$ cat config.mk
export PLATFORM = sky130hd
export DESIGN_NAME = utf8_to_bmp_or_cp1252_transcoder_core
export DESIGN_NICKNAME = d
export VERILOG_FILES = /design/src/hw/rtl/u8tc_pkg.sv /design/src/hw/rtl/utf8_to_bmp_or_cp1252_transcoder_core.sv
export SDC_FILE = /design/constraint.sdc
export NUM_CORES = 1
export LEC_CHECK = 0
export BUFFER_PORTS_ARGS = -buffer_cell sky130_fd_sc_hd__clkbuf_2
export CORE_UTILIZATION = 45
export DETAILED_ROUTE_END_ITERATION = 7
export HOLD_SLACK_MARGIN = 0.03
export PLACE_DENSITY = 0.64
export SKIP_CTS_REPAIR_TIMING = 1
export SYNTH_ARGS = -nofsm -noshare
export SYNTH_HDL_FRONTEND = slang
export SYNTH_SLANG_ARGS = --single-unit
$ cat constraint.sdc
create_clock -name i_clk -period 5.4 [get_ports i_clk]
set_clock_uncertainty 0.05 [all_clocks]
set_input_delay 1.08 -clock i_clk [delete_from_list [all_inputs] [get_ports i_clk]]
set_output_delay 1.08 -clock i_clk [all_outputs]
set_load 0.02 [all_outputs]
$ cat src/hw/rtl/u8tc_pkg.sv
// Shared constants and the Windows-1252 mapping for the UTF-8 transcoder.
package u8tc_pkg;

    localparam int unsigned BYTE_W = 8;
    localparam int unsigned CODE_W = 16;
    localparam int unsigned PEND_W = 2;

    localparam logic [BYTE_W-1:0] CONT_MASK  = 8'h3F;
    localparam logic [BYTE_W-1:0] LEAD2_MASK = 8'h1F;
    localparam logic [BYTE_W-1:0] LEAD3_MASK = 8'h0F;
    localparam logic [CODE_W-1:0] QMARK      = 16'h003F;

    localparam logic [PEND_W-1:0] PEND_NONE = 2'd0;
    localparam logic [PEND_W-1:0] PEND_ONE  = 2'd1;
    localparam logic [PEND_W-1:0] PEND_TWO  = 2'd2;

    typedef enum logic [0:0] {
        FMT_UTF16  = 1'b0,
        FMT_CP1252 = 1'b1
    } t_fmt;

    function automatic logic [CODE_W-1:0] to_cp1252(input logic [CODE_W-1:0] u);
        logic [CODE_W-1:0] r;
        case (u)
            16'h20AC: r = 16'h0080;
            16'h201A: r = 16'h0082;
            16'h0192: r = 16'h0083;
            16'h201E: r = 16'h0084;
            16'h2026: r = 16'h0085;
            16'h2020: r = 16'h0086;
            16'h2021: r = 16'h0087;
            16'h02C6: r = 16'h0088;
            16'h2030: r = 16'h0089;
            16'h0160: r = 16'h008A;
            16'h2039: r = 16'h008B;
            16'h0152: r = 16'h008C;
            16'h017D: r = 16'h008E;
            16'h2018: r = 16'h0091;
            16'h2019: r = 16'h0092;
            16'h201C: r = 16'h0093;
            16'h201D: r = 16'h0094;
            16'h2022: r = 16'h0095;
            16'h2013: r = 16'h0096;
            16'h2014: r = 16'h0097;
            16'h02DC: r = 16'h0098;
            16'h2122: r = 16'h0099;
            16'h0161: r = 16'h009A;
            16'h203A: r = 16'h009B;
            16'h0153: r = 16'h009C;
            16'h017E: r = 16'h009E;
            16'h0178: r = 16'h009F;
            default: begin
                if (u < 16'h0080 || (u >= 16'h00A0 && u < 16'h0100)) begin
                    r = {8'h00, u[7:0]};
                end else begin
                    r = QMARK;
                end
            end
        endcase
        return r;
    endfunction

endpackage

$ cat src/hw/rtl/utf8_to_bmp_or_cp1252_transcoder_core.sv
// UTF-8 byte stream decoder to BMP code units or Windows-1252 bytes.
//
//  channel  direction  handshake                     payload
//  -------  ---------  ----------------------------  ---------------------------
//  in       sink       i_in_valid / o_in_stall       i_in_byte
//  out      source     o_out_valid / i_out_stall     o_code_out, o_bad_lead
//  cfg      sink       i_cfg_valid / o_cfg_ready     i_cfg_output_format
//
//  One byte per cycle sustained while the output is not stalled; each byte
//  is held in the input register and its result lands in the output register.
//  Decode, the sequence state update and the 27-way table compare sit in
//  one combinational path between the two registers.
//  Synchronous active-low reset clears the valids, the sequence state and the
//  format register. A stalled output holds; the input register still drains
//  bytes that produce no result.
module utf8_to_bmp_or_cp1252_transcoder_core
    import u8tc_pkg::*;
(
    input  logic              i_clk,
    input  logic              i_rst_n,
    input  logic              i_in_valid,
    output logic              o_in_stall,
    input  logic [BYTE_W-1:0] i_in_byte,
    output logic              o_out_valid,
    input  logic              i_out_stall,
    output logic [CODE_W-1:0] o_code_out,
    output logic              o_bad_lead,
    input  logic              i_cfg_valid,
    output logic              o_cfg_ready,
    input  logic              i_cfg_output_format
);

    logic              r_in_valid;
    logic [BYTE_W-1:0] r_in_byte;
    logic              r_out_valid;
    logic [CODE_W-1:0] r_code;
    logic              r_bad;
    logic [PEND_W-1:0] r_pend;
    logic [CODE_W-1:0] r_part;
    t_fmt              r_fmt;

    logic [PEND_W-1:0] n_pend;
    logic [CODE_W-1:0] n_part;
    logic [CODE_W-1:0] n_code;
    logic              n_bad;
    logic              emit;
    logic              out_free;
    logic              advance;
    logic [CODE_W-1:0] unit;
    logic [CODE_W-1:0] shifted;

    assign shifted = {r_part[CODE_W-7:0], 6'b0} | {8'h00, r_in_byte & CONT_MASK};

    always_comb begin
        n_pend = r_pend;
        n_part = r_part;
        unit   = '0;
        n_bad  = 1'b0;
        emit   = 1'b0;
        if (r_pend != PEND_NONE) begin
            n_pend = r_pend - PEND_ONE;
            if (n_pend != PEND_NONE) begin
                n_part = shifted;
            end else begin
                n_part = '0;
                unit   = shifted;
                emit   = 1'b1;
            end
        end else if (r_in_byte < 8'h80) begin
            unit = {8'h00, r_in_byte};
            emit = 1'b1;
        end else if (r_in_byte >= 8'hC0 && r_in_byte < 8'hE0) begin
            n_part = {8'h00, r_in_byte & LEAD2_MASK};
            n_pend = PEND_ONE;
        end else if (r_in_byte >= 8'hE0 && r_in_byte < 8'hF0) begin
            n_part = {8'h00, r_in_byte & LEAD3_MASK};
            n_pend = PEND_TWO;
        end else begin
            n_part = '0;
            n_pend = PEND_NONE;
            n_bad  = 1'b1;
            emit   = 1'b1;
        end
        if (n_bad) begin
            n_code = '0;
        end else if (r_fmt == FMT_CP1252) begin
            n_code = to_cp1252(unit);
        end else begin
            n_code = unit;
        end
    end

    assign out_free   = !r_out_valid || !i_out_stall;
    assign advance    = r_in_valid && (!emit || out_free);
    assign o_in_stall = r_in_valid && !advance;

    always_ff @(posedge i_clk) begin
        if (!i_rst_n) begin
            r_in_valid <= 1'b0;
        end else if (!o_in_stall) begin
            r_in_valid <= i_in_valid;
        end
        if (!o_in_stall && i_in_valid) begin
            r_in_byte <= i_in_byte;
        end
    end

    always_ff @(posedge i_clk) begin
        if (!i_rst_n) begin
            r_pend <= PEND_NONE;
            r_part <= '0;
        end else if (advance) begin
            r_pend <= n_pend;
            r_part <= n_part;
        end
    end

    always_ff @(posedge i_clk) begin
        if (!i_rst_n) begin
            r_out_valid <= 1'b0;
        end else if (out_free) begin
            r_out_valid <= advance && emit;
        end
        if (out_free && advance && emit) begin
            r_code <= n_code;
            r_bad  <= n_bad;
        end
    end

    always_ff @(posedge i_clk) begin
        if (!i_rst_n) begin
            r_fmt <= FMT_UTF16;
        end else if (i_cfg_valid && o_cfg_ready) begin
            r_fmt <= t_fmt'(i_cfg_output_format);
        end
    end

    assign o_cfg_ready = 1'b1;
    assign o_out_valid = r_out_valid;
    assign o_code_out  = r_code;
    assign o_bad_lead  = r_bad;

endmodule
== After elaboration in Yosys (flattened, before gate mapping) ==
Index checks and enable logic that the tools add are counted.

* $add $sub $neg: 1
* Order comparisons: 8
* Equality and inequality tests: 28
* Mux-type cells: 22
* Bitwise gates (word level): 1
* Reductions and logical operators: 20

{| class="wikitable"
|+ Operator list
! operator !! count
|-
| $eq 16x14->1 const B || 17
|-
| $pmux 8 s27 || 1
|-
| $eq 16x9->1 const B || 8
|-
| $mux 16 || 3
|-
| $eq 16x10->1 const B || 2
|-
| $mux 10 || 3
|-
| $lt 8x8->1 const B || 3
|-
| $ge 16x8->1 const B || 1
|-
| $ge 8x8->1 const B || 2
|-
| $lt 16x8->1 const B || 1
|-
| $lt 16x9->1 const B || 1
|-
| $mux 8 || 2
|-
| $or 16x6->16 || 1
|-
| $logic_and 1x1->1 || 9
|-
| $mux 2 || 4
|-
| $mux 1 || 7
|-
| $logic_not 1->1 || 5
|-
| $mux 5 || 1
|-
| $mux 4 || 1
|-
| $reduce_bool 2->1 || 2
|-
| $logic_or 1x1->1 || 3
|-
| $ne 2x2->1 const B || 1
|-
| $reduce_and 2->1 || 1
|-
| $sub 2x1->2 const B || 1
|}

* Register bits: 40
* Input bits: 14

== Depth between registers and ports, before layout ==
* Depth in word-level cells: 13
* Gate-level depth with buffers: 9
* Gate-level depth less buffers: 7

== Least setup slack after synthesis ==
OpenSTA, ideal clock, no wires.

* Kind: register -> register
* Start: register r_in_byte[1]
* End: register r_code[7] (netlist: o_code_out[7]) (data pin)
* Setup time: 0.261 ns
* Arrival: 2.558 ns
* Required time: 5.089 ns
* Slack: 2.531 ns
* Stages on the path, launching flop included: 10
* Path buffers: 2
* Cell sequence: edfxtp_1 -> buf_6 -> or2b_2 -> nor3_1 -> a221o_1 -> a32o_1 -> or4_1 -> or4_1 -> buf_6 -> o2bb2ai_1

* Cells in the longest elaborated chain, start to end: 9

{| class="wikitable"
|+ Ends and longest elaborated chain
! item !! line !! text
|-
| start, declared || utf8_to_bmp_or_cp1252_transcoder_core.sv:34 || <nowiki>logic [BYTE_W-1:0] r_in_byte;</nowiki>
|-
| start signal, assigned || utf8_to_bmp_or_cp1252_transcoder_core.sv:104 || <nowiki>r_in_byte <= i_in_byte;</nowiki>
|-
| $lt 8x8->1 or $or 16x6->16 (tied branches) || utf8_to_bmp_or_cp1252_transcoder_core.sv:69, utf8_to_bmp_or_cp1252_transcoder_core.sv:52 ||
|-
| $mux 8 or $mux 16 (tied branches) || utf8_to_bmp_or_cp1252_transcoder_core.sv:69, utf8_to_bmp_or_cp1252_transcoder_core.sv:62 ||
|-
| $mux 16 || utf8_to_bmp_or_cp1252_transcoder_core.sv:60 || <nowiki>if (r_pend != PEND_NONE) begin</nowiki>
|-
| $ge 16x8->1 or $lt 16x9->1 (tied branches) || u8tc_pkg.sv:53 || <nowiki>if (u < 16'h0080 || (u >= 16'h00A0 && u < 16'h0100)) begin</nowiki>
|-
| $logic_and 1x1->1 || u8tc_pkg.sv:53 ||
|-
| $logic_or 1x1->1 || u8tc_pkg.sv:53 ||
|-
| $mux 8 || u8tc_pkg.sv:53 ||
|-
| $pmux 8 s27 || u8tc_pkg.sv:24 || <nowiki>case (u)</nowiki>
|-
| $mux 16 || utf8_to_bmp_or_cp1252_transcoder_core.sv:86 || <nowiki>end else if (r_fmt == FMT_CP1252) begin</nowiki>
|-
| end signal, assigned || utf8_to_bmp_or_cp1252_transcoder_core.sv:125 || <nowiki>r_code <= n_code;</nowiki>
|-
| end, declared || utf8_to_bmp_or_cp1252_transcoder_core.sv:36 || <nowiki>logic [CODE_W-1:0] r_code;</nowiki>
|}

Parallel ways exist; a longest one is shown, timed or not.
A chain may end at the register's enable or synchronous reset.

== Worst setup path after layout ==
* Start: register r_pend[1]
* End: register r_code[7] (netlist: o_code_out[7]) (data pin)

* Cells in the longest elaborated chain, start to end: 10

{| class="wikitable"
|+ Ends and longest elaborated chain
! item !! line !! text
|-
| start, declared || utf8_to_bmp_or_cp1252_transcoder_core.sv:38 || <nowiki>logic [PEND_W-1:0] r_pend;</nowiki>
|-
| start signal, assigned || utf8_to_bmp_or_cp1252_transcoder_core.sv:113 || <nowiki>r_pend <= n_pend;</nowiki>
|-
| $sub 2x1->2 || utf8_to_bmp_or_cp1252_transcoder_core.sv:61 || <nowiki>n_pend = r_pend - PEND_ONE;</nowiki>
|-
| $reduce_bool 2->1 || utf8_to_bmp_or_cp1252_transcoder_core.sv:62 || <nowiki>if (n_pend != PEND_NONE) begin</nowiki>
|-
| $mux 16 || utf8_to_bmp_or_cp1252_transcoder_core.sv:62 ||
|-
| $mux 16 || utf8_to_bmp_or_cp1252_transcoder_core.sv:60 ||
|-
| $ge 16x8->1 or $lt 16x9->1 (tied branches) || u8tc_pkg.sv:53 ||
|-
| $logic_and 1x1->1 || u8tc_pkg.sv:53 ||
|-
| $logic_or 1x1->1 || u8tc_pkg.sv:53 ||
|-
| $mux 8 || u8tc_pkg.sv:53 ||
|-
| $pmux 8 s27 || u8tc_pkg.sv:24 ||
|-
| $mux 16 || utf8_to_bmp_or_cp1252_transcoder_core.sv:86 ||
|}

Parallel ways exist; a longest one is shown, timed or not.

==> summary.txt <==
Run status
  – Run status: finished, final reports clean

Detailed routing
  – Remaining DRCs: 0
  – Post-DR vias/cell: roughly 5.8
  – Routed via count: roughly 2100
  – Routed Antenna Nets: 0
  – Drt initial violations: 210
  – Aggregate routed wire length: 5260 um
  – Pre-Repair DR Iteration Count: 4
  – Average wire per standard cell: between 10 and 15 um

Yosys
  – Simple-gate share of the synthesized area: a little under a third
  – Post-synth top flop: edfxtp_1
  – Number of synthesized flops with an enable pin: 25
  – Mux share of post-synthesis cell area: less than 1%
  – Mean Syn Cell Area: about 9.1 um2
  – Largest family of logic cells by synthesized area: simple AND/OR/NAND/NOR gates
  – Flops & latches, synth: 40
  – Ys async rst share: 0%
  – Post-synthesis sequential area ratio: a little over two fifths
  – Post-Syn Nets: 284
  – Mapped cell area: roughly 0.0025 mm2
  – Compound-Gate Fraction of Synth Area: between 10% and 20%
  – Synth Area in XOR/XNOR: under 10%
  – Adder-cell area share of the yosys netlist: 0%
  – Syn. warnings: 0
  – Yosys cell types: between 50 and 60
  – Post-Synthesis Cells: 270

Placement
  – Dpl cells: approximately 350
  – GP Congestion: 0.998
  – Dpl cell area: approximately 0.0026 mm2
  – Post-DP HPWL: between 3000 and 4000 um
  – IO Port Bufs: 32

Worst setup path
  – Critical Path RT: 5.36 ns
  – Crit path DAT: 3.44 ns
  – Critical Path, Cell by Cell: nor3_1 -> a221o_1 -> a32o_1 -> or4_1 -> or4_1 -> o2bb2ai_1
  – Reg2Reg Launch Point: r_pend[1]$_SDFFE_PN0P_
  – FF-to-FF setup slack: between 1.5 and 2 ns
  – Maximum fanout along the worst path: 27
  – CP max stage delay: about 0.85 ns
  – Startpoint types: register
  – Crit path top cell by count: or4_1
  – WP buf/inv: 0
  – RR Endpoint: o_code_out[7]$_SDFFCE_PP0P_
  – Critical-path top delay cell: dfxtp_1
  – Worst setup path class: register to register
  – Worst Setup End Kind: register
  – CP delay by family, top: simple AND/OR/NAND/NOR gates
  – R2R depth: 6

Global routing
  – Initial antenna violation count: 0
  – Total track usage: approximately 20%
  – First-pass GRT wire length: between 8000 and 9000 um
  – Gr ovfl total: 0
  – Largest net degree at the start of global routing: 28
  – Vias in the first global route: roughly 1800

Clock network
  – Clock Latency Late Sink: 0.29 ns
  – Bufs on Longest Clock Path: 2
  – Clock transition time at the flip-flop clock pins of the worst setup and hold paths: about 0.07 ns
  – Clock sink total: 40
  – CTS tree: built
  – CTS Root Cell: clkbuf_8
  – CTS Buf Count: 5
  – H-tree depth: 2

STA
  – Fin crit share: around 64%
  – Unrepaired setup endpoints after global routing: no
  – Relative slew slack: between 40 and 50%
  – Setup TNS: 0 ns
  – Worst Max-Slew Pin Slew: roughly 0.81 ns
  – Slew Limit Fails: 0
  – WHS: between 0.4 and 0.5 ns
  – Finish-stage setup viols: 0
  – Final hold violation count: 0
  – Min cycle time layout: approximately 3.5 ns
  – Fmax: ~0.29 GHz

Worst hold path
  – Hold Startpoint: r_part[9]$_SDFFE_PN0P_
  – Worst Hold Class: register to register
  – Worst Hold Endpoint: r_part[9]$_SDFFE_PN0P_
  – Hold Crit Depth: 2

Power and ir drop
  – Peak supply drop: roughly 0.00018 V
  – Power per Cell Area: ~230 mW/mm2
  – Pleak: approximately 0.94 nW

Floorplan
  – Die area: ~0.0058 mm2
  – Initial Util: a little under half
  – Die Height: between 70 and 80 um
  – # rows: 26
  – CORE AREA: ~0.0052 mm2
  – Die Wd: approximately 76 um
  – Top-level I/O count: 34

Layout
  – Syn-to-layout area delta: 9.38%
  – Final non-filler cell total: 360
  – Design area: 0.00269 mm2
  – Antenna diode count: 0
  – Share of cells above drive strength 1: between 15 and 20%
  – Final nets: 303

Run
  – Max-capacitance violation count: 0
worst register-to-register path, stage by stage, from the launching register on:
cell       delay, ns
dfxtp_1         0.85
nor3_1          0.24
a221o_1         0.40
a32o_1          0.23
or4_1           0.53
or4_1           0.71
o2bb2ai_1       0.20
power breakdown:
group / internal (W) / switching [W]
logic: 0.0000281 / 0.0000406
registers: 0.000337 / 0.0000182
clock network: 0.000102 / 0.0000937
total: 0.000466 / 0.000153
metal layers:
| metal | track usage (%) | routed length (um) | share of wire [%] | up-vias |
|---|---|---|---|---|
| met4 | 5.76 | 80 | 1.5 | 0 |
| met5 | 0 | 0 | 0 | - |
| li1 | - | - | - | 1040 |
| met2 | 30.1 | 2380 | 45 | 87 |
| met1 | 28.5 | 2480 | 47 | 933 |
| met3 | 4.76 | 321 | 6.1 | 11 |
through the flow:
step | setup slack [ns] | utilization, % | power [W]
after floorplan | 2.53 | - | 0.000411
after global placement | 2.03 | 50.1 | 0.000429
final | 1.92 | 51.9 | 0.000619
after global routing | 1.75 | 51.9 | 0.000646
after CTS | 1.95 | 51.9 | 0.000626
after detailed placement | 1.96 | 50.1 | 0.000430
logic make-up (layout without fill, tap and decap cells):
kind of cell | after synthesis | in the layout
AOI/OAI and AO/OA | 68 | 68
xor gates and xnor gates | 3 | 3
buffers and inverters | 26 | 46
DFF | 40 | 40
muxes | 1 | 1
other | 1 | 1
and+or+nand+nor | 131 | 131
how the worst max path moves through the flow:
stage	startpoint	end	slack [ns]	cells after the start
2_1_floorplan	r_in_byte[1]$_DFFE_PP_	o_code_out[7]$_SDFFCE_PP0P_	2.53	9
3_3_place_gp	r_pend[1]$_SDFFE_PN0P_	o_code_out[7]$_SDFFCE_PP0P_	2.03	6
3_5_place_dp	r_pend[1]$_SDFFE_PN0P_	o_code_out[7]$_SDFFCE_PP0P_	1.96	6
4_1_cts	r_pend[1]$_SDFFE_PN0P_	o_code_out[7]$_SDFFCE_PP0P_	1.95	6
5_1_grt	r_pend[1]$_SDFFE_PN0P_	o_code_out[7]$_SDFFCE_PP0P_	1.75	6
6_report	r_pend[1]$_SDFFE_PN0P_	o_code_out[7]$_SDFFCE_PP0P_	1.92	6
state kept, by name (all words and copies together) (netlist names):
name         cells
r_in_valid       1
o_code_out      16
r_fmt            1
r_part          10
o_out_valid      1
r_in_byte        8
r_pend           2
o_bad_lead       1
Yosys cell counts (all sizes together) (2+ instances only):
library cell  count  area, um2
o22ai             2       12.5
nor2b            14       87.6
o21bai            2       15.0
nor2             11       41.3
o21a              4       30.0
a21oi            18       97.6
nand4b            3       26.3
edfxtp           25        751
inv               4       15.0
a31oi             5       46.3
nor3b             3       22.5
dfxtp            15        300
xnor2             2       17.5
nand2b            6       37.5
nand3            10       50.1
nor3             16       80.1
and2             12       77.6
nand3b            3       22.5
nor4b             4       35.0
a21o              3       22.5
o21ai             9       48.8
a21boi            8       60.1
and3              2       12.5
a32oi             4       35.0
o31ai             2       15.0
clkbuf           11       41.3
nand2            27        104
nor4              6       37.5
buf              11       83.8
a211oi            4       30.0
nand4             2       12.5
or4               4       30.0
layout make-up:
type,count,area [um2]
tap,70,87.6
timing repair buffer,34,175
clock inverter,2,10.0
clock buffer,6,82.6
multi-input combinational,204,1260
inverter,4,15.0
sequential,40,1050
fill,486,2490
placed cells by master (no fill, tap or decap), types with 3 or more instances in the layout:
cell type / n
nand2b_1: 6
nand3b_1: 3
inv_1: 4
nor4_1: 6
nand2_1: 26
nor3b_1: 3
a32oi_1: 4
dfxtp_1: 15
nor4b_1: 4
clkbuf_2: 32
nor3_1: 16
or4_1: 4
nor2b_1: 14
a21o_1: 3
nand4b_1: 3
o21a_1: 4
clkbuf_8: 6
edfxtp_1: 25
a211oi_1: 4
a21oi_1: 16
nor2_1: 11
o21ai_0: 8
a21boi_0: 8
a31oi_1: 4
nand3_1: 10
and2_1: 11
Power figures use the tool's default switching activity.
